[src/rtl/md5_message_digest_unit_defines.svh]
// Assertion macros used by the MD5 digest core RTL.
`ifndef MD5_MESSAGE_DIGEST_UNIT_DEFINES_SVH
`define MD5_MESSAGE_DIGEST_UNIT_DEFINES_SVH

// Same-cycle implication, checked on every rising clock edge outside reset.
`define MD5_ASSERT_IMP(lbl, ante, cons, msg) \
  lbl: assert property (@(posedge clk) disable iff (!rst_n) (ante) |-> (cons)) \
    else $error(msg);

// Next-cycle implication, checked on every rising clock edge outside reset.
`define MD5_ASSERT_NXT(lbl, ante, cons, msg) \
  lbl: assert property (@(posedge clk) disable iff (!rst_n) (ante) |=> (cons)) \
    else $error(msg);

`endif

[src/rtl/md5_pkg.sv]
// Types, constants and round tables for the MD5 digest unit.
package md5_pkg;

  typedef struct packed {
    logic [1:0] cmd;
    logic [7:0] data_byte;
  } in_t;

  typedef struct packed {
    logic [7:0] digest_byte;
    logic       digest_last;
  } out_t;

  localparam logic [1:0] CMD_START  = 2'd0;
  localparam logic [1:0] CMD_DATA   = 2'd1;
  localparam logic [1:0] CMD_FINISH = 2'd2;

  typedef enum logic [1:0] {
    OP_START,
    OP_DATA,
    OP_FINISH
  } op_t;

  typedef struct packed {
    op_t        op;
    logic [7:0] data_byte;
  } q_entry_t;

  // What the front hands to the back: a queued entry and its valid flag.
  typedef struct packed {
    logic     valid;
    q_entry_t entry;
  } q_head_t;

  typedef enum logic [2:0] {
    ST_IDLE,
    ST_COMP,
    ST_FIN,
    ST_PAD,
    ST_EMIT
  } st_t;

  localparam logic [31:0] IV0 = 32'h67452301;
  localparam logic [31:0] IV1 = 32'hefcdab89;
  localparam logic [31:0] IV2 = 32'h98badcfe;
  localparam logic [31:0] IV3 = 32'h10325476;
  localparam logic [7:0]  PAD_BYTE = 8'h80;
  localparam logic [5:0]  LEN_POS  = 6'd56;

  function automatic logic [31:0] md5_k(input logic [5:0] i);
    logic [31:0] k;
    k = '0;
    case (i)
      6'd0:  k = 32'hd76aa478; 6'd1:  k = 32'he8c7b756;
      6'd2:  k = 32'h242070db; 6'd3:  k = 32'hc1bdceee;
      6'd4:  k = 32'hf57c0faf; 6'd5:  k = 32'h4787c62a;
      6'd6:  k = 32'ha8304613; 6'd7:  k = 32'hfd469501;
      6'd8:  k = 32'h698098d8; 6'd9:  k = 32'h8b44f7af;
      6'd10: k = 32'hffff5bb1; 6'd11: k = 32'h895cd7be;
      6'd12: k = 32'h6b901122; 6'd13: k = 32'hfd987193;
      6'd14: k = 32'ha679438e; 6'd15: k = 32'h49b40821;
      6'd16: k = 32'hf61e2562; 6'd17: k = 32'hc040b340;
      6'd18: k = 32'h265e5a51; 6'd19: k = 32'he9b6c7aa;
      6'd20: k = 32'hd62f105d; 6'd21: k = 32'h02441453;
      6'd22: k = 32'hd8a1e681; 6'd23: k = 32'he7d3fbc8;
      6'd24: k = 32'h21e1cde6; 6'd25: k = 32'hc33707d6;
      6'd26: k = 32'hf4d50d87; 6'd27: k = 32'h455a14ed;
      6'd28: k = 32'ha9e3e905; 6'd29: k = 32'hfcefa3f8;
      6'd30: k = 32'h676f02d9; 6'd31: k = 32'h8d2a4c8a;
      6'd32: k = 32'hfffa3942; 6'd33: k = 32'h8771f681;
      6'd34: k = 32'h6d9d6122; 6'd35: k = 32'hfde5380c;
      6'd36: k = 32'ha4beea44; 6'd37: k = 32'h4bdecfa9;
      6'd38: k = 32'hf6bb4b60; 6'd39: k = 32'hbebfbc70;
      6'd40: k = 32'h289b7ec6; 6'd41: k = 32'heaa127fa;
      6'd42: k = 32'hd4ef3085; 6'd43: k = 32'h04881d05;
      6'd44: k = 32'hd9d4d039; 6'd45: k = 32'he6db99e5;
      6'd46: k = 32'h1fa27cf8; 6'd47: k = 32'hc4ac5665;
      6'd48: k = 32'hf4292244; 6'd49: k = 32'h432aff97;
      6'd50: k = 32'hab9423a7; 6'd51: k = 32'hfc93a039;
      6'd52: k = 32'h655b59c3; 6'd53: k = 32'h8f0ccc92;
      6'd54: k = 32'hffeff47d; 6'd55: k = 32'h85845dd1;
      6'd56: k = 32'h6fa87e4f; 6'd57: k = 32'hfe2ce6e0;
      6'd58: k = 32'ha3014314; 6'd59: k = 32'h4e0811a1;
      6'd60: k = 32'hf7537e82; 6'd61: k = 32'hbd3af235;
      6'd62: k = 32'h2ad7d2bb; 6'd63: k = 32'heb86d391;
      default: k = '0;
    endcase
    return k;
  endfunction

  function automatic logic [4:0] md5_shift(input logic [5:0] i);
    logic [4:0] s;
    s = '0;
    case ({i[5:4], i[1:0]})
      4'd0:  s = 5'd7;  4'd1:  s = 5'd12; 4'd2:  s = 5'd17; 4'd3:  s = 5'd22;
      4'd4:  s = 5'd5;  4'd5:  s = 5'd9;  4'd6:  s = 5'd14; 4'd7:  s = 5'd20;
      4'd8:  s = 5'd4;  4'd9:  s = 5'd11; 4'd10: s = 5'd16; 4'd11: s = 5'd23;
      4'd12: s = 5'd6;  4'd13: s = 5'd10; 4'd14: s = 5'd15; 4'd15: s = 5'd21;
      default: s = '0;
    endcase
    return s;
  endfunction

  // Message word index used by round i.
  function automatic logic [3:0] md5_widx(input logic [5:0] i);
    logic [3:0] g;
    logic [3:0] r;
    r = i[3:0];
    g = '0;
    case (i[5:4])
      2'd0: g = r;
      2'd1: g = 4'((r << 2) + r + 4'd1);
      2'd2: g = 4'((r << 1) + r + 4'd5);
      2'd3: g = 4'((r << 3) - r);
      default: g = '0;
    endcase
    return g;
  endfunction

endpackage

[src/rtl/md5_front.sv]
// Input front end: accepts transactions, classifies commands and queues them.
module md5_front #(
  parameter int DEPTH = 4
) (
  input  logic             clk,
  input  logic             rst_n,
  input  logic             in_valid,
  output logic             in_ready,
  input  md5_pkg::in_t     in_data,
  output md5_pkg::q_head_t q_head,
  input  logic             q_pop
);

  localparam int PW = (DEPTH > 1) ? $clog2(DEPTH) : 1;
  localparam int CW = $clog2(DEPTH + 1);
  localparam logic [PW-1:0] LAST_PTR = PW'(DEPTH - 1);
  localparam logic [CW-1:0] FULL_CNT = CW'(DEPTH);

  md5_pkg::q_entry_t q_mem_r [DEPTH];
  logic [PW-1:0] wr_ptr_r, wr_ptr_nxt;
  logic [PW-1:0] rd_ptr_r, rd_ptr_nxt;
  logic [CW-1:0] cnt_r, cnt_nxt;
  logic          keep;
  logic          push;
  logic          pop;
  md5_pkg::q_entry_t entry;

  always_comb begin
    keep  = 1'b1;
    entry = '{op: md5_pkg::OP_DATA, data_byte: in_data.data_byte};
    unique case (in_data.cmd)
      md5_pkg::CMD_START:  entry.op = md5_pkg::OP_START;
      md5_pkg::CMD_DATA:   entry.op = md5_pkg::OP_DATA;
      md5_pkg::CMD_FINISH: entry.op = md5_pkg::OP_FINISH;
      default:             keep = 1'b0;
    endcase
  end

  assign in_ready     = (cnt_r != FULL_CNT);
  assign push         = in_valid && in_ready && keep;
  assign pop          = q_pop && (cnt_r != '0);
  assign q_head.valid = (cnt_r != '0);
  assign q_head.entry = q_mem_r[rd_ptr_r];

  always_comb begin
    wr_ptr_nxt = wr_ptr_r;
    rd_ptr_nxt = rd_ptr_r;
    cnt_nxt    = cnt_r;
    if (push) begin
      wr_ptr_nxt = (wr_ptr_r == LAST_PTR) ? '0 : PW'(wr_ptr_r + 1'b1);
    end
    if (pop) begin
      rd_ptr_nxt = (rd_ptr_r == LAST_PTR) ? '0 : PW'(rd_ptr_r + 1'b1);
    end
    if (push && !pop) begin
      cnt_nxt = CW'(cnt_r + 1'b1);
    end else if (pop && !push) begin
      cnt_nxt = CW'(cnt_r - 1'b1);
    end
  end

  always_ff @(posedge clk) begin
    if (!rst_n) begin
      wr_ptr_r <= '0;
      rd_ptr_r <= '0;
      cnt_r    <= '0;
    end else begin
      wr_ptr_r <= wr_ptr_nxt;
      rd_ptr_r <= rd_ptr_nxt;
      cnt_r    <= cnt_nxt;
    end
  end

  always_ff @(posedge clk) begin
    if (push) begin
      q_mem_r[wr_ptr_r] <= entry;
    end
  end

endmodule

[src/rtl/md5_core.sv]
// Back end: block buffer, round engine, padding sequencer and digest output.
`include "md5_message_digest_unit_defines.svh"
module md5_core (
  input  logic             clk,
  input  logic             rst_n,
  input  md5_pkg::q_head_t q_head,
  output logic             q_pop,
  output logic             out_valid,
  input  logic             out_ready,
  output md5_pkg::out_t    out_data
);

  md5_pkg::st_t state_r, state_nxt;
  md5_pkg::st_t ret_r, ret_nxt;
  logic [31:0]  chain_r [4];
  logic [31:0]  chain_nxt [4];
  logic [31:0]  a_r, b_r, c_r, d_r;
  logic [31:0]  a_nxt, b_nxt, c_nxt, d_nxt;
  logic [5:0]   round_r, round_nxt;
  logic [63:0]  count_r, count_nxt;
  logic [5:0]   pad_pos_r, pad_pos_nxt;
  logic         pad_first_r, pad_first_nxt;
  logic         len_blk_r, len_blk_nxt;
  logic [3:0]   emit_idx_r, emit_idx_nxt;
  logic         out_valid_r, out_valid_nxt;
  md5_pkg::out_t out_data_r, out_data_nxt;
  logic         emit_load;

  logic [3:0][7:0] buf_r [16];
  logic         wr_en;
  logic [5:0]   wr_pos;
  logic [7:0]   wr_byte;

  logic [31:0]  f;
  logic [31:0]  sum;
  logic [63:0]  rot_wide;
  logic [31:0]  b_new;
  logic [5:0]   pos;

  assign pos = count_r[8:3];

  // One MD5 round on the working registers.
  always_comb begin
    f = '0;
    case (round_r[5:4])
      2'd0: f = (b_r & c_r) | (~b_r & d_r);
      2'd1: f = (b_r & d_r) | (c_r & ~d_r);
      2'd2: f = b_r ^ c_r ^ d_r;
      2'd3: f = c_r ^ (b_r | ~d_r);
      default: f = '0;
    endcase
    sum      = a_r + f + md5_pkg::md5_k(round_r) + buf_r[md5_pkg::md5_widx(round_r)];
    rot_wide = {sum, sum} << md5_pkg::md5_shift(round_r);
    b_new    = b_r + rot_wide[63:32];
  end

  always_comb begin
    state_nxt     = state_r;
    ret_nxt       = ret_r;
    chain_nxt     = chain_r;
    a_nxt         = a_r;
    b_nxt         = b_r;
    c_nxt         = c_r;
    d_nxt         = d_r;
    round_nxt     = round_r;
    count_nxt     = count_r;
    pad_pos_nxt   = pad_pos_r;
    pad_first_nxt = pad_first_r;
    len_blk_nxt   = len_blk_r;
    emit_idx_nxt  = emit_idx_r;
    out_valid_nxt = out_valid_r && !out_ready;
    out_data_nxt  = out_data_r;
    q_pop         = 1'b0;
    wr_en         = 1'b0;
    wr_pos        = pos;
    wr_byte       = q_head.entry.data_byte;
    emit_load     = !out_valid_r || out_ready;

    unique case (state_r)
      md5_pkg::ST_IDLE: begin
        if (q_head.valid) begin
          q_pop = 1'b1;
          unique case (q_head.entry.op)
            md5_pkg::OP_START: begin
              chain_nxt = '{md5_pkg::IV0, md5_pkg::IV1, md5_pkg::IV2, md5_pkg::IV3};
              count_nxt = '0;
            end
            md5_pkg::OP_DATA: begin
              wr_en     = 1'b1;
              count_nxt = count_r + 64'd8;
              if (pos == 6'd63) begin
                a_nxt     = chain_r[0];
                b_nxt     = chain_r[1];
                c_nxt     = chain_r[2];
                d_nxt     = chain_r[3];
                round_nxt = '0;
                ret_nxt   = md5_pkg::ST_IDLE;
                state_nxt = md5_pkg::ST_COMP;
              end
            end
            md5_pkg::OP_FINISH: begin
              pad_pos_nxt   = pos;
              pad_first_nxt = 1'b1;
              len_blk_nxt   = (pos < md5_pkg::LEN_POS);
              state_nxt     = md5_pkg::ST_PAD;
            end
            default: ;
          endcase
        end
      end
      md5_pkg::ST_COMP: begin
        a_nxt     = d_r;
        d_nxt     = c_r;
        c_nxt     = b_r;
        b_nxt     = b_new;
        round_nxt = 6'(round_r + 1'b1);
        if (round_r == 6'd63) begin
          state_nxt = md5_pkg::ST_FIN;
        end
      end
      md5_pkg::ST_FIN: begin
        chain_nxt[0] = chain_r[0] + a_r;
        chain_nxt[1] = chain_r[1] + b_r;
        chain_nxt[2] = chain_r[2] + c_r;
        chain_nxt[3] = chain_r[3] + d_r;
        state_nxt    = ret_r;
      end
      md5_pkg::ST_PAD: begin
        wr_en  = 1'b1;
        wr_pos = pad_pos_r;
        if (pad_first_r) begin
          wr_byte = md5_pkg::PAD_BYTE;
        end else if (len_blk_r && (pad_pos_r >= md5_pkg::LEN_POS)) begin
          wr_byte = count_r[{pad_pos_r[2:0], 3'b000} +: 8];
        end else begin
          wr_byte = '0;
        end
        pad_first_nxt = 1'b0;
        pad_pos_nxt   = 6'(pad_pos_r + 1'b1);
        if (pad_pos_r == 6'd63) begin
          a_nxt     = chain_r[0];
          b_nxt     = chain_r[1];
          c_nxt     = chain_r[2];
          d_nxt     = chain_r[3];
          round_nxt = '0;
          state_nxt = md5_pkg::ST_COMP;
          if (len_blk_r) begin
            ret_nxt = md5_pkg::ST_EMIT;
          end else begin
            ret_nxt     = md5_pkg::ST_PAD;
            len_blk_nxt = 1'b1;
          end
        end
      end
      md5_pkg::ST_EMIT: begin
        if (emit_load) begin
          out_valid_nxt            = 1'b1;
          out_data_nxt.digest_byte =
            chain_r[emit_idx_r[3:2]][{emit_idx_r[1:0], 3'b000} +: 8];
          out_data_nxt.digest_last = (emit_idx_r == 4'd15);
          emit_idx_nxt             = 4'(emit_idx_r + 1'b1);
          if (emit_idx_r == 4'd15) begin
            chain_nxt = '{md5_pkg::IV0, md5_pkg::IV1, md5_pkg::IV2, md5_pkg::IV3};
            count_nxt = '0;
            state_nxt = md5_pkg::ST_IDLE;
          end
        end
      end
      default: state_nxt = md5_pkg::ST_IDLE;
    endcase
  end

  always_ff @(posedge clk) begin
    if (!rst_n) begin
      state_r     <= md5_pkg::ST_IDLE;
      ret_r       <= md5_pkg::ST_IDLE;
      chain_r     <= '{md5_pkg::IV0, md5_pkg::IV1, md5_pkg::IV2, md5_pkg::IV3};
      count_r     <= '0;
      round_r     <= '0;
      pad_pos_r   <= '0;
      pad_first_r <= 1'b0;
      len_blk_r   <= 1'b0;
      emit_idx_r  <= '0;
      out_valid_r <= 1'b0;
    end else begin
      state_r     <= state_nxt;
      ret_r       <= ret_nxt;
      chain_r     <= chain_nxt;
      count_r     <= count_nxt;
      round_r     <= round_nxt;
      pad_pos_r   <= pad_pos_nxt;
      pad_first_r <= pad_first_nxt;
      len_blk_r   <= len_blk_nxt;
      emit_idx_r  <= emit_idx_nxt;
      out_valid_r <= out_valid_nxt;
    end
  end

  always_ff @(posedge clk) begin
    a_r        <= a_nxt;
    b_r        <= b_nxt;
    c_r        <= c_nxt;
    d_r        <= d_nxt;
    out_data_r <= out_data_nxt;
    if (wr_en) begin
      buf_r[wr_pos[5:2]][wr_pos[1:0]] <= wr_byte;
    end
  end

  assign out_valid = out_valid_r;
  assign out_data  = out_data_r;

  `MD5_ASSERT_IMP(a_emit_idx_idle, state_r != md5_pkg::ST_EMIT, emit_idx_r == 4'd0, "emit index left nonzero outside the output phase")
  `MD5_ASSERT_IMP(a_round_wrap, state_r == md5_pkg::ST_FIN, round_r == 6'd0, "round counter did not complete 64 rounds")
  `MD5_ASSERT_NXT(a_reinit, state_r == md5_pkg::ST_EMIT && emit_idx_r == 4'd15 && emit_load, count_r == 64'd0 && chain_r[0] == md5_pkg::IV0, "context not reinitialized after digest")
  `MD5_ASSERT_IMP(a_out_rise, $rose(out_valid_r), $past(state_r) == md5_pkg::ST_EMIT, "digest byte produced outside the output phase")

endmodule

[src/rtl/md5_message_digest_unit.sv]
// A byte that completes a 64-byte block starts its compression. Finish: the command is
// taken, the padding sequencer fills the block byte by byte and one or two blocks are
// compressed, then 16 digest transactions follow, one per cycle while out_ready is high.
// Throughput is set by the single shared round unit: one MD5 round per cycle. Reset is
// synchronous and active low; it loads the initial chaining values and clears the bit
// count. The block buffer is not cleared and needs no clearing pass.
module md5_message_digest_unit #(
  parameter int QUEUE_DEPTH = 4
) (
  input  logic          clk,
  input  logic          rst_n,
  input  logic          in_valid,
  output logic          in_ready,
  input  md5_pkg::in_t  in_data,
  output logic          out_valid,
  input  logic          out_ready,
  output md5_pkg::out_t out_data
);

  // The front end accepts a transaction whenever its queue has room, so the
  // source keeps streaming while the back end runs rounds. Unused command codes
  // are accepted and dropped there.
  md5_pkg::q_head_t q_head;
  logic             q_pop;

  md5_front #(
    .DEPTH(QUEUE_DEPTH)
  ) u_front (
    .clk      (clk),
    .rst_n    (rst_n),
    .in_valid (in_valid),
    .in_ready (in_ready),
    .in_data  (in_data),
    .q_head   (q_head),
    .q_pop    (q_pop)
  );

  // The back end takes one queued command at a time, fills the block buffer,
  // runs the 64 rounds, pads on finish and drives the registered output.
  md5_core u_core (
    .clk       (clk),
    .rst_n     (rst_n),
    .q_head    (q_head),
    .q_pop     (q_pop),
    .out_valid (out_valid),
    .out_ready (out_ready),
    .out_data  (out_data)
  );

endmodule

[config.mk]
export PLATFORM = sky130hd
export DESIGN_NAME = md5_message_digest_unit
export DESIGN_NICKNAME = d
export VERILOG_FILES = /design/src/rtl/md5_pkg.sv /design/src/rtl/md5_front.sv /design/src/rtl/md5_core.sv /design/src/rtl/md5_message_digest_unit.sv
export VERILOG_INCLUDE_DIRS = /design/src /design/src/rtl
export SDC_FILE = /design/constraint.sdc
export NUM_CORES = 2
export LEC_CHECK = 0
export ABC_AREA = 0
export BUFFER_PORTS_ARGS = -buffer_cell sky130_fd_sc_hd__clkbuf_2
export CORE_MARGIN = 2
export CORE_UTILIZATION = 35
export CTS_CLUSTER_DIAMETER = 120
export DETAILED_ROUTE_END_ITERATION = 10
export GPL_TIMING_DRIVEN = 0
export MAX_ROUTING_LAYER = met4
export PLACE_DENSITY = 0.46
export SYNTH_ARGS = -nofsm -noshare
export SYNTH_HDL_FRONTEND = slang
export SYNTH_SLANG_ARGS = --single-unit
[constraint.sdc]
create_clock -name clk -period 23 [get_ports clk]
set_input_delay 2.3 -clock clk [delete_from_list [all_inputs] [get_ports clk]]
set_output_delay 2.3 -clock clk [all_outputs]
set_load 0.005 [all_outputs]
Yosys cells after proc, flatten, opt, wreduce, memory -nomap -nowiden
Memory sizes are Yosys's and may differ from the RTL's. A register that Yosys moved wholly into a read port is not among the register bits.
Cells that the tools add are included.
Operators by class
  reduce and logical (&&, ||, !) cells: 32
  eq/ne operators: 30
  mux-type cells: 93
  order comparisons: 5
  shift-type cells: 3
  bitwise gates (word level): 13
  $add $sub $neg: 21
Operators with widths (number)
  2-to-1 mux 32 bit: 19
  2-to-1 mux 128 bit: 4
  case mux 128 bit (3 select lines): 1
  case mux 32 bit (3 select lines): 4
  adder 32 bit: 8
  case mux 64 bit (2 select lines): 2
  2-to-1 mux 64 bit: 3
  bitwise AND 32 bit: 4
  case mux 32 bit (4 select lines): 1
  bitwise OR 32 bit: 3
  bitwise XOR 32 bit: 3
  adder 64 x 4 -> 64 bit (second input constant): 1
  binary-select mux 32 bit (select 2 bit): 1
  inverter 32 bit: 2
  variable part select 64 x 7 -> 8 bit: 1
  << shifter 64 x 5 -> 64 bit: 1
  2-to-1 mux 6 bit: 9
  2-to-1 mux 3 bit: 13
  2-to-1 mux 8 bit: 4
  variable part select 32 x 6 -> 8 bit: 1
  AND reduction 5 bit: 4
  equality test 6 bit (second input constant): 3
  case mux 6 bit (3 select lines): 1
  demux 8 bit (select 2 bit): 1
  other kinds (45): 103
Storage, ports and cells
  logic and storage cells: 223
  RAM bits: 552
  memories kept: 4
  register bits: 361
  input port bits: 14
  bits in read-only memories: 2128
Memory list
  (name not given): words 64, width 32, rd ports 1, clocked after memory_dff 1, wr ports 0, RTL line md5_pkg.sv:53  | case (i)
  u_core.buf_r: words 16, width 32, rd ports 1, clocked after memory_dff 0, wr ports 1, RTL line md5_core.sv:29  | logic [3:0][7:0] buf_r [16];
  (name not given): words 16, width 5, rd ports 1, clocked after memory_dff 1, wr ports 0, RTL line md5_pkg.sv:94  | case ({i[5:4], i[1:0]})
  u_front.q_mem_r: words 4, width 10, rd ports 1, clocked after memory_dff 1, wr ports 1, RTL line md5_front.sv:19  | md5_pkg::q_entry_t q_mem_r [DEPTH];

Depth between registers and ports, before layout
  depth in word-level cells: 10
  depth in mapped cells: 45
  depth with buffers taken out: 43

By module
Synthesis repeated with hierarchy kept, for this count alone.
Unflattened totals
  cells, all modules: 5233
  area total of the unflattened synthesis: 55878.6 µm²
By module, submodules not included
  md5_core: times used 1, area each 53938.0 µm², cells an instance 5127
  md5_front: times used 1, area each 1940.6 µm², cells an instance 106

Least setup slack after synthesis
Ideal clock, no wire load.
  path type: reg2reg
  start: register u_core.round_r[0]
  end: register u_core.b_r[31] (data pin)
  arrival time: 10.154 ns
  setup slack: 12.586 ns
  clock period less this slack: 10.414 ns
  buffers on the path: 4
  required time: 22.740 ns
  stages on the path, launching flop included: 44
  cell sequence: dfxtp_1 buf_2 inv_1 ha_1 nand3b_1 o21ai_0 a221oi_1 clkbuf_1 clkbuf_1 buf_1 mux4_2 mux2i_1 a21oi_1 fa_1 inv_1 fa_1 inv_1 ha_1 [8 not listed] o21ai_0 xor2_1 mux4_2 and2_4 o41ai_2 ha_1 o21ai_0 o21ai_0 a41oi_1 o21ai_0 nand3_1 nand2_1 a211oi_1 or3_1 o2111ai_1 a21oi_1 xnor3_1 mux2_2
Between the ends
  word-level cells in the longest chain between the ends: 8
  elaborated cells between the ends (all ways): 11
RTL lines
  from (decl): RTL line md5_core.sv:19  | logic [5:0] round_r, round_nxt;
  from (signal assigned): RTL line md5_core.sv:190  | round_r <= round_nxt;
  adder 4 bit, on equally long branches: RTL line md5_pkg.sv:113, md5_pkg.sv:112
  adder 4 x 3 -> 4 bit or adder 4 x 1 -> 4 bit (tied branches): RTL line md5_pkg.sv:113, md5_pkg.sv:112
  case mux 4 bit (4 select lines) *: RTL line md5_pkg.sv:110  | case (i[5:4])
  memory (16 x 32 bit) *
  adder 32 bit *: RTL line md5_core.sv:52  | sum = a_r + f + md5_pkg::md5_k(round_r) + buf_r[md5_pkg::md5_widx(round_r)];
  << shifter 64 x 5 -> 64 bit *: RTL line md5_core.sv:53  | rot_wide = {sum, sum} << md5_pkg::md5_shift(round_r);
  adder 32 bit *: RTL line md5_core.sv:54  | b_new = b_r + rot_wide[63:32];
  case mux 32 bit (3 select lines) *: RTL line md5_core.sv:79  | unique case (state_r)
  via u_core.b_nxt[31]: RTL line md5_core.sv:18  | logic [31:0] a_nxt, b_nxt, c_nxt, d_nxt;
  to (signal assigned): RTL line md5_core.sv:201  | b_r <= b_nxt;
  to (decl): RTL line md5_core.sv:17  | logic [31:0] a_r, b_r, c_r, d_r;
Mark *: on every way through the listed nets, which the timed path passes. The rest lies on a longest branch.
A chain may end at the register's enable or synchronous reset.

Worst setup path after layout
Same ends and word-level chain as after synthesis.

==> impl_metrics.csv <==
group,metric,value,unit
global_route,grtUsageTotal,26.5,%
cts,clk_pin_slew,0.06,ns
final_layout,drive_above_1_share,9.81,%
synth,syn_nets,5568,
drt,drt_iter0_markers,4623,
timing,max_freq,0.0706,GHz
floorplanning,die_width,404,um
cts,clockBufferDepth,3,
run_status,outcome,"finished, final reports clean",
synth,synthArstFlopShare,0,%
timing,setup_viol,0,
synth,syn_inst,5262,
critical_path,critPathCaptureType,"register",
synth,yosysWarnings,0,
drt,detail_route.wl_per_cell,28.1,um
critical_path,crit_path_frequent_cell,"o21ai_0",
placement,port_buffers,24,
critical_path,crit_type,"register to register",
drt,routed.top_layer,"met4",
global_route,grt_max_degree,78,
synth,syn_area_per_cell,10.6,sq um
drt,drt-pass1-iter-count,6,
cts,tritoncts,"done",
synth,synth-seq-cells,948,
final_layout,nFillCells,15600,
final_layout,final_net_count,5722,
cts,cts-hold-fix-buffers,0,
drt,via_per_inst,5.77,
synth,syn_area,0.0559,sq mm
placement,dp_hpwl,161000,um
drt,routed-via-count,43700,
timing,timing_worst_slew_pin_value,1.42,ns
critical_path,arrival,14.62,ns
cts,cts_buffers,108,
timing,fin_crit_sh,61.6,%
cts,cts_root_buffer,"clkbuf_16",
critical_path,crit_path_max_fanout,10,
drt,wl_met3,13400,um
floorplanning,dieArea,0.163,sq mm
floorplanning,die_h,404,um
timing,final_max_slew_viol_count,0,
floorplanning,start_util,35.3,%
placement,gp_congestion,1.05,
drt,drc,0,
cts,cts_setup_buffers,0,
critical_path,critPathMaxStageDelay,0.77,ns
drt,wl_met1,94100,um
final_layout,syn2layout_area_growth,12.1,%
cts,cts_resized,0,
floorplanning,num_rows,146,
drt,ant_nets,0,
min_path,hold_class,"register to register",
global_route,globalRouteOverflowTotal,0,
drt,drt-total-wl,213000,um
synth,ys.flop_type,"edfxtp_1",
floorplanning,io_pins,25,
cts,insertion_delay,0.78,ns
cts,htree_levels,3,
drt,wl_met2,98100,um
synth,yosysSeqAreaShare,46.3,%
floorplanning,core-area,0.159,sq mm
timing,finalSetupTns,0,ns
timing,skew,0.0860,ns
timing,fin_crit,14.16,ns
timing,relSlewSlack,4.40,%
cts,cts.sinks,948,
timing,rsz0062_at_grt,"no",
synth,synth-edff-count,689,
synth,yosys.cell_types.count,96,
global_route,antenna_found_initial,7,
critical_path,cp-start-kind,"register",
global_route,grt_pass1_wl,306000,um
flow_run,cap_violations,0,
critical_path,critical_path.slowest_cell,"clkbuf_1",
global_route,grt_pass1_vias,42300,
timing,hold_violations,0,
critical_path,cp.required,23.46,ns
-- final cells by class --
cell class	instances	area [sq um]	share of cell area, %
multi-input cells	3759	28000	44.7
flip-flops and latches	948	25900	41.3
clock buffers	148	2990	4.76
well taps	2072	2590	4.13
plain buffers	302	1200	1.92
inverters	253	950	1.51
clock inverters	53	597	0.952
repair buffers	44	463	0.738
diodes	4	10.0	0.0160
-- synthesized netlist by cell type, drive strengths merged, types with 85 or more instances --
| master | instances | area share (%) |
|---|---|---|
| mux2i | 96 | 1.7 |
| xnor2 | 124 | 2.0 |
| o21ai | 285 | 2.5 |
| edfxtp | 689 | 37 |
| a211oi | 85 | 1.1 |
| mux4 | 198 | 8.0 |
| a21oi | 337 | 3.0 |
| nand3 | 117 | 1.0 |
| a31oi | 111 | 1.3 |
| buf | 96 | 0.75 |
| ha | 223 | 5.0 |
| nor2b | 109 | 1.2 |
| nand2 | 628 | 4.2 |
| clkbuf | 206 | 1.4 |
| inv | 251 | 1.7 |
| dfxtp | 259 | 9.3 |
| nor2 | 399 | 2.7 |
| xor2 | 135 | 2.1 |
-- metal layers --
metal  vias to the layer above  GRT usage (%)
li1                      19900              -
met1                     21900           35.4
met2                      1601           41.2
met3                       401           4.04
met4                         0           8.60
met5                         -              -
-- critical path, delay by kind of cell (launching register included) --
family | cells | cell delay (ns)
buffers and inverters | 8 | 2.71
AND/OR/NAND/NOR | 7 | 1.26
multiplexers | 4 | 1.32
XOR/XNOR | 2 | 0.53
adder cells (fa/ha/maj) | 6 | 2.31
flip-flops | 1 | 0.40
AO/OA/AOI/OAI | 16 | 5.27
-- logic make-up after synthesis --
group | synth area share (%)
AND/OR/NAND/NOR | 12.5
AO/OA/AOI/OAI | 15.2
XOR/XNOR | 4.12
buffers and inverters | 3.83
adder cells (fa/ha/maj) | 7.99
multiplexers | 10.1
flip-flops | 46.3
-- worst paths after layout --
path / startpoint / end / slack, ns / depth (start not counted)
worst max-delay path: u_core.round_r[0] / u_core.b_r[31] / 8.84 / 43
worst min-delay path: u_core.ret_r[2] / u_core.ret_r[2] / 0.48 / 2
worst max register to register: u_core.round_r[0] / u_core.b_r[31] / 8.84 / 43
worst min register to register: u_core.ret_r[2] / u_core.ret_r[2] / 0.48 / 2
-- stage by stage --
stage | utilization [%] | std cells | hold WS (ns) | area, sq um | worst slack [ns]
2_1_floorplan | - | 5262 | 0.441 | 55900 | 12.59
3_3_place_gp | 37.0 | 7358 | 0.470 | 58700 | 8.94
3_5_place_dp | 37.3 | 7378 | 0.477 | 59100 | 8.93
4_1_cts | 39.5 | 7579 | 0.486 | 62700 | 8.80
5_1_grt | 39.5 | 7583 | 0.508 | 62700 | 7.81
6_report | 39.5 | 7583 | 0.481 | 62700 | 8.84
-- cells in the final DEF (no fill, tap or decap), types with 84 or more instances in the layout --
| master | n |
|---|---|
| edfxtp_1 | 689 |
| nand2_1 | 625 |
| nor2_1 | 399 |
| a21oi_1 | 337 |
| o21ai_0 | 279 |
| dfxtp_1 | 259 |
| inv_1 | 248 |
| clkbuf_1 | 235 |
| ha_1 | 223 |
| mux4_2 | 198 |
| xor2_1 | 135 |
| xnor2_1 | 121 |
| nand3_1 | 117 |
| a31oi_1 | 110 |
| clkbuf_16 | 110 |
| nor2b_1 | 109 |
| mux2i_1 | 96 |
| a211oi_1 | 84 |
-- state kept, by name, indices dropped and copies added, names as in the netlist, 2 cells and up, named ones only --
signal and flops:
u_front.q_mem_r 40, u_core.count_r 61, u_core.a_r 32, u_core.chain_r 128
u_core.state_r 3, u_core.d_r 32, u_core.b_r 32, u_core.ret_r 2
u_core.c_r 32, u_front.rd_ptr_r 2, u_front.wr_ptr_r 2, u_front.cnt_r 3
u_core.out_data 9, u_core.round_r 6, u_core.pad_pos_r 6, u_core.buf_r 512
u_core.emit_idx_r 4
Power is left out: the tool's default activity adds up to more than one toggle a clock period on the data nets, which glitch-free logic cannot reach.
